**config.mk**
```make
export PLATFORM = sky130hd
export DESIGN_NAME = accumulator_cpu_step
export DESIGN_NICKNAME = d
export VERILOG_FILES = /design/src/rtl/acs_pkg.sv /design/src/rtl/acs_seq.sv /design/src/rtl/accumulator_cpu_step.sv
export SDC_FILE = /design/constraint.sdc
export NUM_CORES = 2
export LEC_CHECK = 0
export BUFFER_PORTS_ARGS = -buffer_cell sky130_fd_sc_hd__buf_2
export CORE_MARGIN = 3
export CORE_UTILIZATION = 40
export DETAILED_ROUTE_END_ITERATION = 8
export PLACE_DENSITY_LB_ADDON = 0.15
export SLEW_MARGIN = 10
export SYNTH_ARGS = -nofsm -noshare
export SYNTH_HDL_FRONTEND = slang
export SYNTH_SLANG_ARGS = --single-unit
export TNS_END_PERCENT = 30
```
**constraint.sdc**
```tcl
create_clock -name clk -period 43 [get_ports clk]
set_clock_uncertainty 0.1 [all_clocks]
set_input_delay 4.3 -clock clk [delete_from_list [all_inputs] [get_ports clk]]
set_output_delay 4.3 -clock clk [all_outputs]
set_load 0.02 [all_outputs]
```
**src/rtl/acs_pkg.sv**
```systemverilog
// Shared types, codes and the microcode ROM for the accumulator machine.
// No dependencies; imported by acs_seq and accumulator_cpu_step.
package acs_pkg;

    localparam int ADDR_W     = 8;
    localparam int ADDR_SPACE = 1 << ADDR_W;
    localparam int OPC_W      = 4;
    localparam int WORD_W     = OPC_W + ADDR_W;
    localparam int ACC_W      = 16;
    localparam int STATUS_W   = 3;

    // Item operations
    localparam logic [1:0] OP_WRITE = 2'd0;
    localparam logic [1:0] OP_SETPC = 2'd1;
    localparam logic [1:0] OP_EXEC  = 2'd2;

    // Instruction opcodes
    localparam logic [OPC_W-1:0] OPC_HALT  = 4'd0;
    localparam logic [OPC_W-1:0] OPC_LOAD  = 4'd1;
    localparam logic [OPC_W-1:0] OPC_STORE = 4'd2;
    localparam logic [OPC_W-1:0] OPC_ADD   = 4'd3;
    localparam logic [OPC_W-1:0] OPC_SUB   = 4'd4;
    localparam logic [OPC_W-1:0] OPC_JL    = 4'd5;
    localparam logic [OPC_W-1:0] OPC_JMP   = 4'd6;
    localparam logic [OPC_W-1:0] OPC_PRINT = 4'd7;

    // Result status codes
    localparam logic [STATUS_W-1:0] ST_DONE    = 3'd0;
    localparam logic [STATUS_W-1:0] ST_HALT    = 3'd1;
    localparam logic [STATUS_W-1:0] ST_INVALID = 3'd2;
    localparam logic [STATUS_W-1:0] ST_HALTED  = 3'd3;
    localparam logic [STATUS_W-1:0] ST_PRINT   = 3'd4;

    localparam logic signed [ACC_W-1:0] JL_LIMIT = 16'sd10;
    localparam logic [ADDR_W-1:0]       HALT_PC  = 8'd14;

    typedef struct packed {
        logic [1:0]        operation;
        logic [ADDR_W-1:0] address;
        logic [OPC_W-1:0]  opcode_in;
        logic [ADDR_W-1:0] operand_in;
    } cmd_t;

    typedef struct packed {
        logic [STATUS_W-1:0]      status;
        logic [OPC_W-1:0]         executed_opcode;
        logic [ADDR_W-1:0]        print_address;
        logic [ADDR_W-1:0]        print_value;
        logic signed [ACC_W-1:0]  accumulator;
        logic [ADDR_W-1:0]        program_counter;
        logic                     halted;
    } rsp_t;

    // Microcode fields
    typedef enum logic [1:0] {RD_NONE, RD_PC, RD_ARG} rd_sel_t;
    typedef enum logic [1:0] {ACT_NONE, ACT_WRITE, ACT_SETPC, ACT_EXEC} act_t;
    typedef enum logic [1:0] {SEQ_NEXT, SEQ_DISPATCH, SEQ_IDLE} seq_t;

    typedef struct packed {
        logic    ready;    // take a command item this step
        rd_sel_t rd;       // memory read address select
        logic    ir_load;  // capture fetched instruction
        act_t    act;      // datapath action
        logic    done;     // load the result register
        seq_t    seq;      // sequencing
    } ctrl_t;

    localparam int UPC_W = 3;
    typedef logic [UPC_W-1:0] upc_t;

    localparam upc_t U_IDLE  = 3'd0;
    localparam upc_t U_WRITE = 3'd1;
    localparam upc_t U_SETPC = 3'd2;
    localparam upc_t U_FETCH = 3'd3;
    localparam upc_t U_EXEC  = 3'd4;
    localparam upc_t U_NOP   = 3'd5;

    function automatic ctrl_t ucode_rom(input upc_t a);
        ctrl_t w;
        w = '{ready: 1'b0, rd: RD_NONE, ir_load: 1'b0, act: ACT_NONE,
              done: 1'b0, seq: SEQ_IDLE};
        case (a)
            U_IDLE:
            begin
                w.ready = 1'b1;
                w.rd    = RD_PC;
                w.seq   = SEQ_DISPATCH;
            end
            U_WRITE:
            begin
                w.act  = ACT_WRITE;
                w.done = 1'b1;
            end
            U_SETPC:
            begin
                w.act  = ACT_SETPC;
                w.done = 1'b1;
            end
            U_FETCH:
            begin
                w.rd      = RD_ARG;
                w.ir_load = 1'b1;
                w.seq     = SEQ_NEXT;
            end
            U_EXEC:
            begin
                w.act  = ACT_EXEC;
                w.done = 1'b1;
            end
            U_NOP:
            begin
                w.done = 1'b1;
            end
            default:
            begin
                w.seq = SEQ_IDLE;
            end
        endcase
        return w;
    endfunction

    function automatic upc_t dispatch(input logic [1:0] op);
        upc_t t;
        case (op)
            OP_WRITE: t = U_WRITE;
            OP_SETPC: t = U_SETPC;
            OP_EXEC:  t = U_FETCH;
            default:  t = U_NOP;
        endcase
        return t;
    endfunction

endpackage

```
**src/rtl/acs_seq.sv**
```systemverilog
// Microcode sequencer: step counter, control ROM and dispatch jump.
// Depends on acs_pkg.
module acs_seq (
    input  logic           clk,
    input  logic           rst_n,
    input  logic           cmd_valid,
    input  logic [1:0]     operation,
    input  logic           out_free,
    output acs_pkg::ctrl_t ctrl
);
    import acs_pkg::*;

    upc_t  upc_reg;
    upc_t  upc_next;
    ctrl_t word;
    logic  hold;

    always_comb
    begin
        word = ucode_rom(upc_reg);
        // a finishing step waits while the result register is occupied
        hold = word.done && !out_free;
        ctrl = word;
        if (hold)
        begin
            ctrl.act  = ACT_NONE;
            ctrl.done = 1'b0;
        end
        case (word.seq)
            SEQ_NEXT:     upc_next = upc_reg + 1'b1;
            SEQ_DISPATCH: upc_next = cmd_valid ? dispatch(operation) : upc_reg;
            SEQ_IDLE:     upc_next = hold ? upc_reg : U_IDLE;
            default:      upc_next = U_IDLE;
        endcase
    end

    always_ff @(posedge clk or negedge rst_n)
    begin
        if (!rst_n)
        begin
            upc_reg <= U_IDLE;
        end
        else
        begin
            upc_reg <= upc_next;
        end
    end

endmodule

```
**src/rtl/accumulator_cpu_step.sv**
```systemverilog
// Top level of the accumulator machine: datapath, program memory, result register.
// Depends on acs_pkg and acs_seq.
//
// Usage:
//   cmd channel (cmd_valid/cmd_ready/cmd) takes one item: write a memory word,
//   set the program counter, or execute the instruction at the program counter.
//   rsp channel (rsp_valid/rsp_ready/rsp) returns exactly one result item per
//   command item, in order.
// Steps after the accepting edge, up to the edge that loads the result register:
//   write / set pc / unused operation: the finishing step U_WRITE, U_SETPC or U_NOP
//   execute: U_FETCH then U_EXEC; an execute is an
//   instruction fetch then a dependent operand read on the one synchronous
//   memory port, then write-back.
//   cmd_ready is high only in the idle step; one item is worked on at a time.
// Stall: a finished result sits in the result register; the next command is
//   taken meanwhile and runs up to its final step, where it waits for rsp_ready.
// Reset: accumulator, pc and halt flag clear; every memory word reads as zero
//   via per-word valid bits, so no clearing pass is needed.
module accumulator_cpu_step #(
    parameter int MEM_WORDS = 256
) (
    input  logic          clk,
    input  logic          rst_n,
    input  logic          cmd_valid,
    output logic          cmd_ready,
    input  acs_pkg::cmd_t cmd,
    output logic          rsp_valid,
    input  logic          rsp_ready,
    output acs_pkg::rsp_t rsp
);
    import acs_pkg::*;

    localparam int AW = $clog2(MEM_WORDS);

    // Address space to memory index (address modulo MEM_WORDS), built at elaboration.
    function automatic logic [ADDR_SPACE-1:0][AW-1:0] build_idx_tab();
        logic [ADDR_SPACE-1:0][AW-1:0] t;
        for (int i = 0; i < ADDR_SPACE; i++)
        begin
            t[i] = AW'(i % MEM_WORDS);
        end
        return t;
    endfunction

    localparam logic [ADDR_SPACE-1:0][AW-1:0] IDX_TAB = build_idx_tab();

    ctrl_t ctrl;
    logic  out_free;

    // Architectural state
    logic signed [ACC_W-1:0] acc_reg;
    logic signed [ACC_W-1:0] acc_next;
    logic [ADDR_W-1:0]       pc_reg;
    logic [ADDR_W-1:0]       pc_next;
    logic                    halt_reg;
    logic                    halt_next;

    // Program memory with per-word valid bits
    logic [WORD_W-1:0]    mem_array [MEM_WORDS];
    logic [MEM_WORDS-1:0] valid_reg;
    logic [WORD_W-1:0]    rdata_reg;
    logic                 rvalid_reg;
    logic [WORD_W-1:0]    rd_word;
    logic                 mem_re;
    logic [AW-1:0]        mem_raddr;
    logic                 mem_we;
    logic [AW-1:0]        mem_waddr;
    logic [WORD_W-1:0]    mem_wdata;

    // Item and instruction holding registers
    cmd_t              item_reg;
    logic [WORD_W-1:0] ir_reg;
    logic [OPC_W-1:0]  ir_opc;
    logic [ADDR_W-1:0] ir_arg;
    logic [ADDR_W-1:0] pc_inc;

    rsp_t rsp_reg;
    rsp_t rsp_next;
    logic rsp_valid_reg;

    assign out_free = !rsp_valid_reg || rsp_ready;

    acs_seq u_seq (
        .clk       (clk),
        .rst_n     (rst_n),
        .cmd_valid (cmd_valid),
        .operation (cmd.operation),
        .out_free  (out_free),
        .ctrl      (ctrl)
    );

    assign cmd_ready = ctrl.ready;
    assign rsp_valid = rsp_valid_reg;
    assign rsp       = rsp_reg;

    // Words never written read as zero.
    assign rd_word = rvalid_reg ? rdata_reg : '0;
    assign ir_opc  = ir_reg[WORD_W-1:ADDR_W];
    assign ir_arg  = ir_reg[ADDR_W-1:0];
    assign pc_inc  = pc_reg + 1'b1;

    // Read port: pc while idle (speculative fetch), fetched operand in the fetch step.
    assign mem_re    = (ctrl.rd != RD_NONE);
    assign mem_raddr = (ctrl.rd == RD_PC) ? IDX_TAB[pc_reg] : IDX_TAB[rd_word[ADDR_W-1:0]];

    always_comb
    begin
        acc_next  = acc_reg;
        pc_next   = pc_reg;
        halt_next = halt_reg;
        mem_we    = 1'b0;
        mem_waddr = IDX_TAB[item_reg.address];
        mem_wdata = {item_reg.opcode_in, item_reg.operand_in};
        rsp_next  = '0;
        rsp_next.status = ST_DONE;
        case (ctrl.act)
            ACT_WRITE:
            begin
                mem_we = 1'b1;
            end
            ACT_SETPC:
            begin
                pc_next = item_reg.address;
            end
            ACT_EXEC:
            begin
                if (halt_reg)
                begin
                    rsp_next.status = ST_HALTED;
                end
                else
                begin
                    rsp_next.executed_opcode = ir_opc;
                    // rd_word holds mem[arg] here
                    case (ir_opc)
                        OPC_HALT:
                        begin
                            if (ir_arg == '0)
                            begin
                                pc_next         = HALT_PC;
                                halt_next       = 1'b1;
                                rsp_next.status = ST_HALT;
                            end
                            else
                            begin
                                rsp_next.status = ST_INVALID;
                            end
                        end
                        OPC_LOAD:
                        begin
                            acc_next = {{(ACC_W-ADDR_W){1'b0}}, rd_word[ADDR_W-1:0]};
                            pc_next  = pc_inc;
                        end
                        OPC_STORE:
                        begin
                            mem_we    = 1'b1;
                            mem_waddr = IDX_TAB[ir_arg];
                            // keep the target word's opcode
                            mem_wdata = {rd_word[WORD_W-1:ADDR_W], acc_reg[ADDR_W-1:0]};
                            pc_next   = pc_inc;
                        end
                        OPC_ADD:
                        begin
                            acc_next = acc_reg + {{(ACC_W-ADDR_W){1'b0}}, rd_word[ADDR_W-1:0]};
                            pc_next  = pc_inc;
                        end
                        OPC_SUB:
                        begin
                            acc_next = acc_reg - {{(ACC_W-ADDR_W){1'b0}}, rd_word[ADDR_W-1:0]};
                            pc_next  = pc_inc;
                        end
                        OPC_JL:
                        begin
                            pc_next = (acc_reg < JL_LIMIT) ? ir_arg : pc_inc;
                        end
                        OPC_JMP:
                        begin
                            pc_next = ir_arg;
                        end
                        OPC_PRINT:
                        begin
                            rsp_next.status        = ST_PRINT;
                            rsp_next.print_address = ir_arg;
                            rsp_next.print_value   = rd_word[ADDR_W-1:0];
                            pc_next                = pc_inc;
                        end
                        default:
                        begin
                            rsp_next.status = ST_INVALID;
                        end
                    endcase
                end
            end
            default:
            begin
                // unused operation: report state unchanged
            end
        endcase
        rsp_next.accumulator     = acc_next;
        rsp_next.program_counter = pc_next;
        rsp_next.halted          = halt_next;
    end

    // Memory array: one write and one registered read per cycle.
    always_ff @(posedge clk)
    begin
        if (mem_we)
        begin
            mem_array[mem_waddr] <= mem_wdata;
        end
        if (mem_re)
        begin
            rdata_reg <= mem_array[mem_raddr];
        end
    end

    // Payload registers
    always_ff @(posedge clk)
    begin
        if (cmd_valid && cmd_ready)
        begin
            item_reg <= cmd;
        end
        if (ctrl.ir_load)
        begin
            ir_reg <= rd_word;
        end
        if (ctrl.done)
        begin
            rsp_reg <= rsp_next;
        end
    end

    // Control and architectural state
    always_ff @(posedge clk or negedge rst_n)
    begin
        if (!rst_n)
        begin
            acc_reg       <= '0;
            pc_reg        <= '0;
            halt_reg      <= 1'b0;
            valid_reg     <= '0;
            rvalid_reg    <= 1'b0;
            rsp_valid_reg <= 1'b0;
        end
        else
        begin
            acc_reg  <= acc_next;
            pc_reg   <= pc_next;
            halt_reg <= halt_next;
            if (mem_we)
            begin
                valid_reg[mem_waddr] <= 1'b1;
            end
            if (mem_re)
            begin
                rvalid_reg <= valid_reg[mem_raddr];
            end
            if (ctrl.done)
            begin
                rsp_valid_reg <= 1'b1;
            end
            else if (rsp_ready)
            begin
                rsp_valid_reg <= 1'b0;
            end
        end
    end

`ifndef ASSERT_OFF
    // Only reset clears the halt flag.
    a_halt_sticky: assert property (@(posedge clk) disable iff (!rst_n)
        halt_reg |=> halt_reg)
        else $error("halt flag cleared without reset");

    // Halting parks the program counter.
    a_halt_pc: assert property (@(posedge clk) disable iff (!rst_n)
        $rose(halt_reg) |-> (pc_reg == HALT_PC))
        else $error("halt without pc parked");

    // One item in flight: no command taken right after one is taken.
    a_one_item: assert property (@(posedge clk) disable iff (!rst_n)
        (cmd_valid && cmd_ready) |=> !cmd_ready)
        else $error("command taken while busy");

    // A result is never overwritten before it is taken.
    a_no_overwrite: assert property (@(posedge clk) disable iff (!rst_n)
        (rsp_valid && !rsp_ready) |-> !ctrl.done)
        else $error("result register overwritten");
`endif

endmodule
```
* Word-level counts from Yosys, hierarchy flattened
Memories as Yosys holds them, arrays and structs flattened. A register that Yosys moved wholly into a read port is not among the register bits. Cells that the tools add are included.
Cells by class: reduce and logical (&&, ||, !) cells 19, bitwise operators 3, eq/ne operators 22, order comparisons 8, mux-type cells 51, add/sub/neg operators 4
Operator list (count):
- $or A256 B256 Y256 | 1
- $mux W8 | 13
- $lt A8 B9 Y1 const B | 6
- $mux W12 | 4
- $pmux W16 S3 | 1
- $mux W16 | 2
- $pmux W8 S4 | 1
- $pmux W3 S3 | 3
- $add A16 B8 Y16 | 1
- $eq A4 B3 Y1 const B | 4
- $lt A16 B5 Y1 const B | 1
- $pmux W8 S2 | 1
- $sub A16 B8 Y16 | 1
- $mux W1 | 15
- $mux W3 | 3
- $add A8 B1 Y8 const B | 1
- $bmux W1 S8 | 1
- $demux W1 S8 | 1
- $eq A2 B1 Y1 const B | 4
- $eq A2 B2 Y1 const B | 4
- $eq A4 B2 Y1 const B | 2
- $ge A8 B1 Y1 const B | 1
- $logic_not A8 Y1 | 1
- $pmux W2 S2 | 2
- 23 further kinds | 33
Storage, ports and cells: output and inout bits 50, bits in read-only memories 8192, register bits after elaboration 366, logic and storage cells 131, bits of input ports 26, memories 5, bits in writable memories 3072
Memories:
- mem_array | words 256, bits a word 12, rd ports 1, clocked after Yosys merged registers in 1, write ports 1, RTL line accumulator_cpu_step.sv:59 | logic [WORD_W-1:0] mem_array [MEM_WORDS];
- (name not given) | words 256, bits a word 8, rd ports 1, clocked after Yosys merged registers in 1, write ports 0, RTL line accumulator_cpu_step.sv:157 | mem_waddr = IDX_TAB[ir_arg];
- (name not given) | words 256, bits a word 8, rd ports 1, clocked after Yosys merged registers in 1, write ports 0, RTL line accumulator_cpu_step.sv:112 | mem_waddr = IDX_TAB[item_reg.address];
- (name not given) | words 256, bits a word 8, rd ports 1, clocked after Yosys merged registers in 0, write ports 0, RTL line accumulator_cpu_step.sv:104 | assign mem_raddr = (ctrl.rd == RD_PC) ? IDX_TAB[pc_reg] : IDX_TAB[rd_word[ADDR_W-1:0]];
- (name not given) | words 256, bits a word 8, rd ports 1, clocked after Yosys merged registers in 0, write ports 0, RTL line accumulator_cpu_step.sv:104

* Depth between registers and ports, before layout
depth after elaboration 12, gate-level depth with buffers 19, gate-level depth less buffers 16

* Cells and area by module
A second synthesis with hierarchy kept.
Unflattened totals: cells, all modules 10926, area, all modules 139100.9 sq um
Modules (own cells, without submodules):
- accumulator_cpu_step | seq. area each 102413.2 sq um, area each 138718.0 sq um, times used 1, cells an instance 10882
- acs_seq | seq. area each 75.1 sq um, area each 382.9 sq um, times used 1, cells an instance 44

* Least setup slack after synthesis
No wires, ideal clock.
path type input to register, start point in rsp_ready, end point mem mem_array[0][0] (netlist name), data pin, data arrival time 15553 ps, buffers on the path 4, cell stages on the path 9, slack 25156 ps, cells stage by stage nor2b_1 > a21oi_1 > and3_1 > clkbuf_1 > nand2_1 > buf_2 > clkbuf_1 > clkbuf_1 > o21ai_0
Between the ends: longest elaborated chain between the ends 6
Ends and longest elaborated chain:
- start, declared | RTL line accumulator_cpu_step.sv:28 | input logic rsp_ready,
- $logic_or A1 B1 Y1 | RTL line accumulator_cpu_step.sv:81 | assign out_free = !rsp_valid_reg || rsp_ready;
- $logic_not A1 Y1 | RTL line acs_seq.sv:22 | hold = word.done && !out_free;
- $logic_and A1 B1 Y1 | RTL line acs_seq.sv:22
- $mux W3 | RTL line acs_seq.sv:24 | if (hold)
- $eq A2 B2 Y1 | RTL line accumulator_cpu_step.sv:116 | case (ctrl.act)
- $mux W12 | RTL line accumulator_cpu_step.sv:116
- net mem_wdata[0] | RTL line accumulator_cpu_step.sv:68 | logic [WORD_W-1:0] mem_wdata;
- end, declared | RTL line accumulator_cpu_step.sv:59
The timed path passes the listed nets, and every way through them passes these cells.

* Worst setup path after layout
start point in rsp_ready, end point mem mem_array[173][5] (netlist name) (enable)
Between the ends: longest elaborated chain between the ends 8, elaborated cells between the ends (all ways) 10, classes of those cells eq/ne: 2; mux: 5; reduce/logical: 3
Ends and longest elaborated chain:
- $logic_or A1 B1 Y1 * | RTL line accumulator_cpu_step.sv:81
- $logic_not A1 Y1 * | RTL line acs_seq.sv:22
- $logic_and A1 B1 Y1 * | RTL line acs_seq.sv:22
- $mux W3 * | RTL line acs_seq.sv:24
- $eq A2 B2 Y1 or $eq A2 B1 Y1 (tied branches) | RTL line accumulator_cpu_step.sv:116
- $pmux W1 S2 | RTL line accumulator_cpu_step.sv:116
- $mux W1 | RTL line accumulator_cpu_step.sv:207 | if (mem_we)
- $mux W1 (implied by the code) | RTL line accumulator_cpu_step.sv:209 | mem_array[mem_waddr] <= mem_wdata;
Every way passes the cells marked *; elsewhere a longest branch is shown, timed or not.

==> metrics.cfg <==
[finish]
finalNetCount=10700
largest_reg_flops=3072
area_delta_synth_final_pct=12.4
most-common-layout-cells=edfxtp_1, nand2_1, nand3_1, mux2i_1, clkbuf_16
drive_gt1_frac=0.105
final_cells=15600
layout_commonest_cell=edfxtp_1

[clocking]
clk_pin_slew_ps=60
clock_latency_ps=950
post_cts_resize_count=0
numCtsBuffers=372
post_cts_buffers=0
cts-root-buf=clkbuf_16
cts_sinks=3466
cts_tree=built
clockBufferDepth=4
postCtsHoldBufs=0
htreeDepth=5

[logic_synthesis]
ys_warn_count=0
synthFlopType=edfxtp_1
synth_seq_cells=3466
async_flop_share=0.0825
avgSynthCellArea_sq_um=13.0
syn_nets=10800
synthCells=10700
synth_cell_types=79
yosysSeqAreaShare=0.734
syn_area_sq_um=140000
synth_edf_count=3164

[routing]
drtIter0Drc=10100
via_per_inst=5.68
wl_per_cell_microns=28.6
dr.pass1.iters=6
ant_nets=0
via_count=88500
remaining_drc_errors=0
drt_wl_total_microns=447000

[power]
vdd_drop_max_mv=0.0975
p_per_area_nw_per_um2=86.3
leakage_nw=56.6

[worst_setup_path]
worstPathRequired_ps=43460
critPathBufInv=3
regToRegStartpoint=u_seq.upc_reg[0]$_DFFE_PN0P_
r2r_slack_ps=35250
r2r_cells=15
crit_slowest_cell=nand2_1
path_cells=buf_2 -> nor2b_1 -> a21oi_1 -> and3_1 -> nand2_2 -> buf_4 -> mux2i_1 -> nor3_1 -> nand2_1 -> buf_4 -> nor2_1
worstSetupStartpointType=input port
end_kind=register
crit_top_cell=buf_4
critPathMaxStageDelay_ps=930
path_delay_family=simple AND/OR/NAND/NOR gates
worstPathArrival_ps=9110
r2r-end=rdata_reg[2]$_DFFE_PP_
crit_path_max_fanout=40
worstSetupPathType=in -> reg

[status]
outcome=completed

[sta]
slew_violations=0
timing.final.crit_share=0.201
setup_viol=0
setup_ws_ps=34350
rsz0062_at_grt=false
fmax_ghz=0.116
setup-tns-final_ps=0
worst_pin_slew_ps=1300
timing.slew.headroom=0.133
hold_viol=0
finalCriticalPeriod_ps=8650

[job]
cap_viol_max_count=0

[floorplanning]
io_pins=76
dieArea_sq_um=356000
core_area_sq_um=347000
row_count=216
die-width_microns=597
fp.dieH_microns=597
start_util=0.403

[global_routing]
grt_max_degree=172
grt_overflow=0
grt_pass1_vias=85500
grt_first_pass_wirelength_microns=634000
grt_usage=0.245
antenna_found_initial=20

[place]
port_buffers=75
placed_cells=14900
finalWeightedCongestion=0.908
place_hpwl_microns=269000
dp_slack_ps=33580

[hold_path]
min-delay-start=valid_reg[134]$_DFFE_PN0P_
holdPathStages=1
min_to=valid_reg[134]$_DFFE_PN0P_
hp-class=reg -> reg

==> how the worst max path moves through the flow <==
stage,slack (ps),start,depth (start not counted),to
after floorplan,25160,rsp_ready,9,mem_array[0][0]$_DFFE_PP_
after global placement,33590,rsp_ready,11,mem_array[221][1]$_DFFE_PP_
after detailed placement,33580,rsp_ready,11,mem_array[221][4]$_DFFE_PP_
after CTS,34610,rsp_ready,11,mem_array[221][9]$_DFFE_PP_
after global routing,34260,rsp_ready,11,mem_array[221][5]$_DFFE_PP_
final,34350,rsp_ready,11,mem_array[173][5]$_DFFE_PP_
==> cell type report <==
class,instances,area (sq um)
Inverter,32,120
Fill cell,31000,190000
Clock buffer,507,10400
Tap cell,4578,5730
Multi-Input combinational cell,6569,34200
Antenna cell,8,20.0
Timing Repair Buffer,244,1940
Clock inverter,188,2050
Sequential cell,3466,102000
==> kinds of logic (layout without fill, tap and decap cells) <==
kind of cell	count (synthesis)	after routing	share of synthesized area
other	0	8	0
muxes	430	430	0.0315
DFF	3466	3466	0.734
and+or+nand+nor	5258	5258	0.164
xor gates and xnor gates	20	20	0.00125
adders and majority gates	25	25	0.00229
AOI/OAI and AO/OA	836	836	0.0432
buffers and inverters	707	971	0.0236
==> cells in the mapped netlist, types with 48 or more instances <==
master    number  share of area
edfxtp_1    3164           0.68
nand2_1     3052          0.082
nand3_1     1228          0.044
mux2i_1      400          0.029
nor2_1       342         0.0092
buf_2        336          0.012
dfrtp_1      286          0.051
or2_2        264          0.012
clkbuf_1     227         0.0061
and3_1       192         0.0086
a31oi_1      154         0.0069
a21oi_1      123         0.0044
a32oi_1      100         0.0063
o211ai_1      82         0.0044
a311oi_1      80         0.0050
buf_1         63         0.0017
o21ai_0       62         0.0022
nor4_1        48         0.0022
==> where the power goes <==
group | internal, mW | total, mW | leakage, nW | switching, mW
clock network | 1.92 | 3.26 | 6.08 | 1.35
registers | 3.97 | 4.05 | 32.5 | 0.0872
logic | 1.57 | 6.23 | 18.0 | 4.65
==> routing by layer <==
| metal | wire, microns | vias up | track usage |
|---|---|---|---|
| li1 | - | 39100 | - |
| met1 | 187000 | 45000 | 0.340 |
| met2 | 206000 | 3685 | 0.385 |
| met3 | 34900 | 760 | 0.0426 |
| met4 | 18700 | 2 | 0.0918 |
| met5 | 13 | - | 0 |
==> stage by stage <==
stage                util  cell area [sq um]  hold slack [ps]  total power, mW
finish              0.453             157000              364             13.5
detailed placement  0.417             144000              351             10.3
global route        0.453             157000              374             14.1
CTS                 0.452             157000              365             13.5
global placement    0.417             144000              351             10.3
floorplan               -             140000              339             7.85
Note: power is estimated with default switching activity, not from simulation.
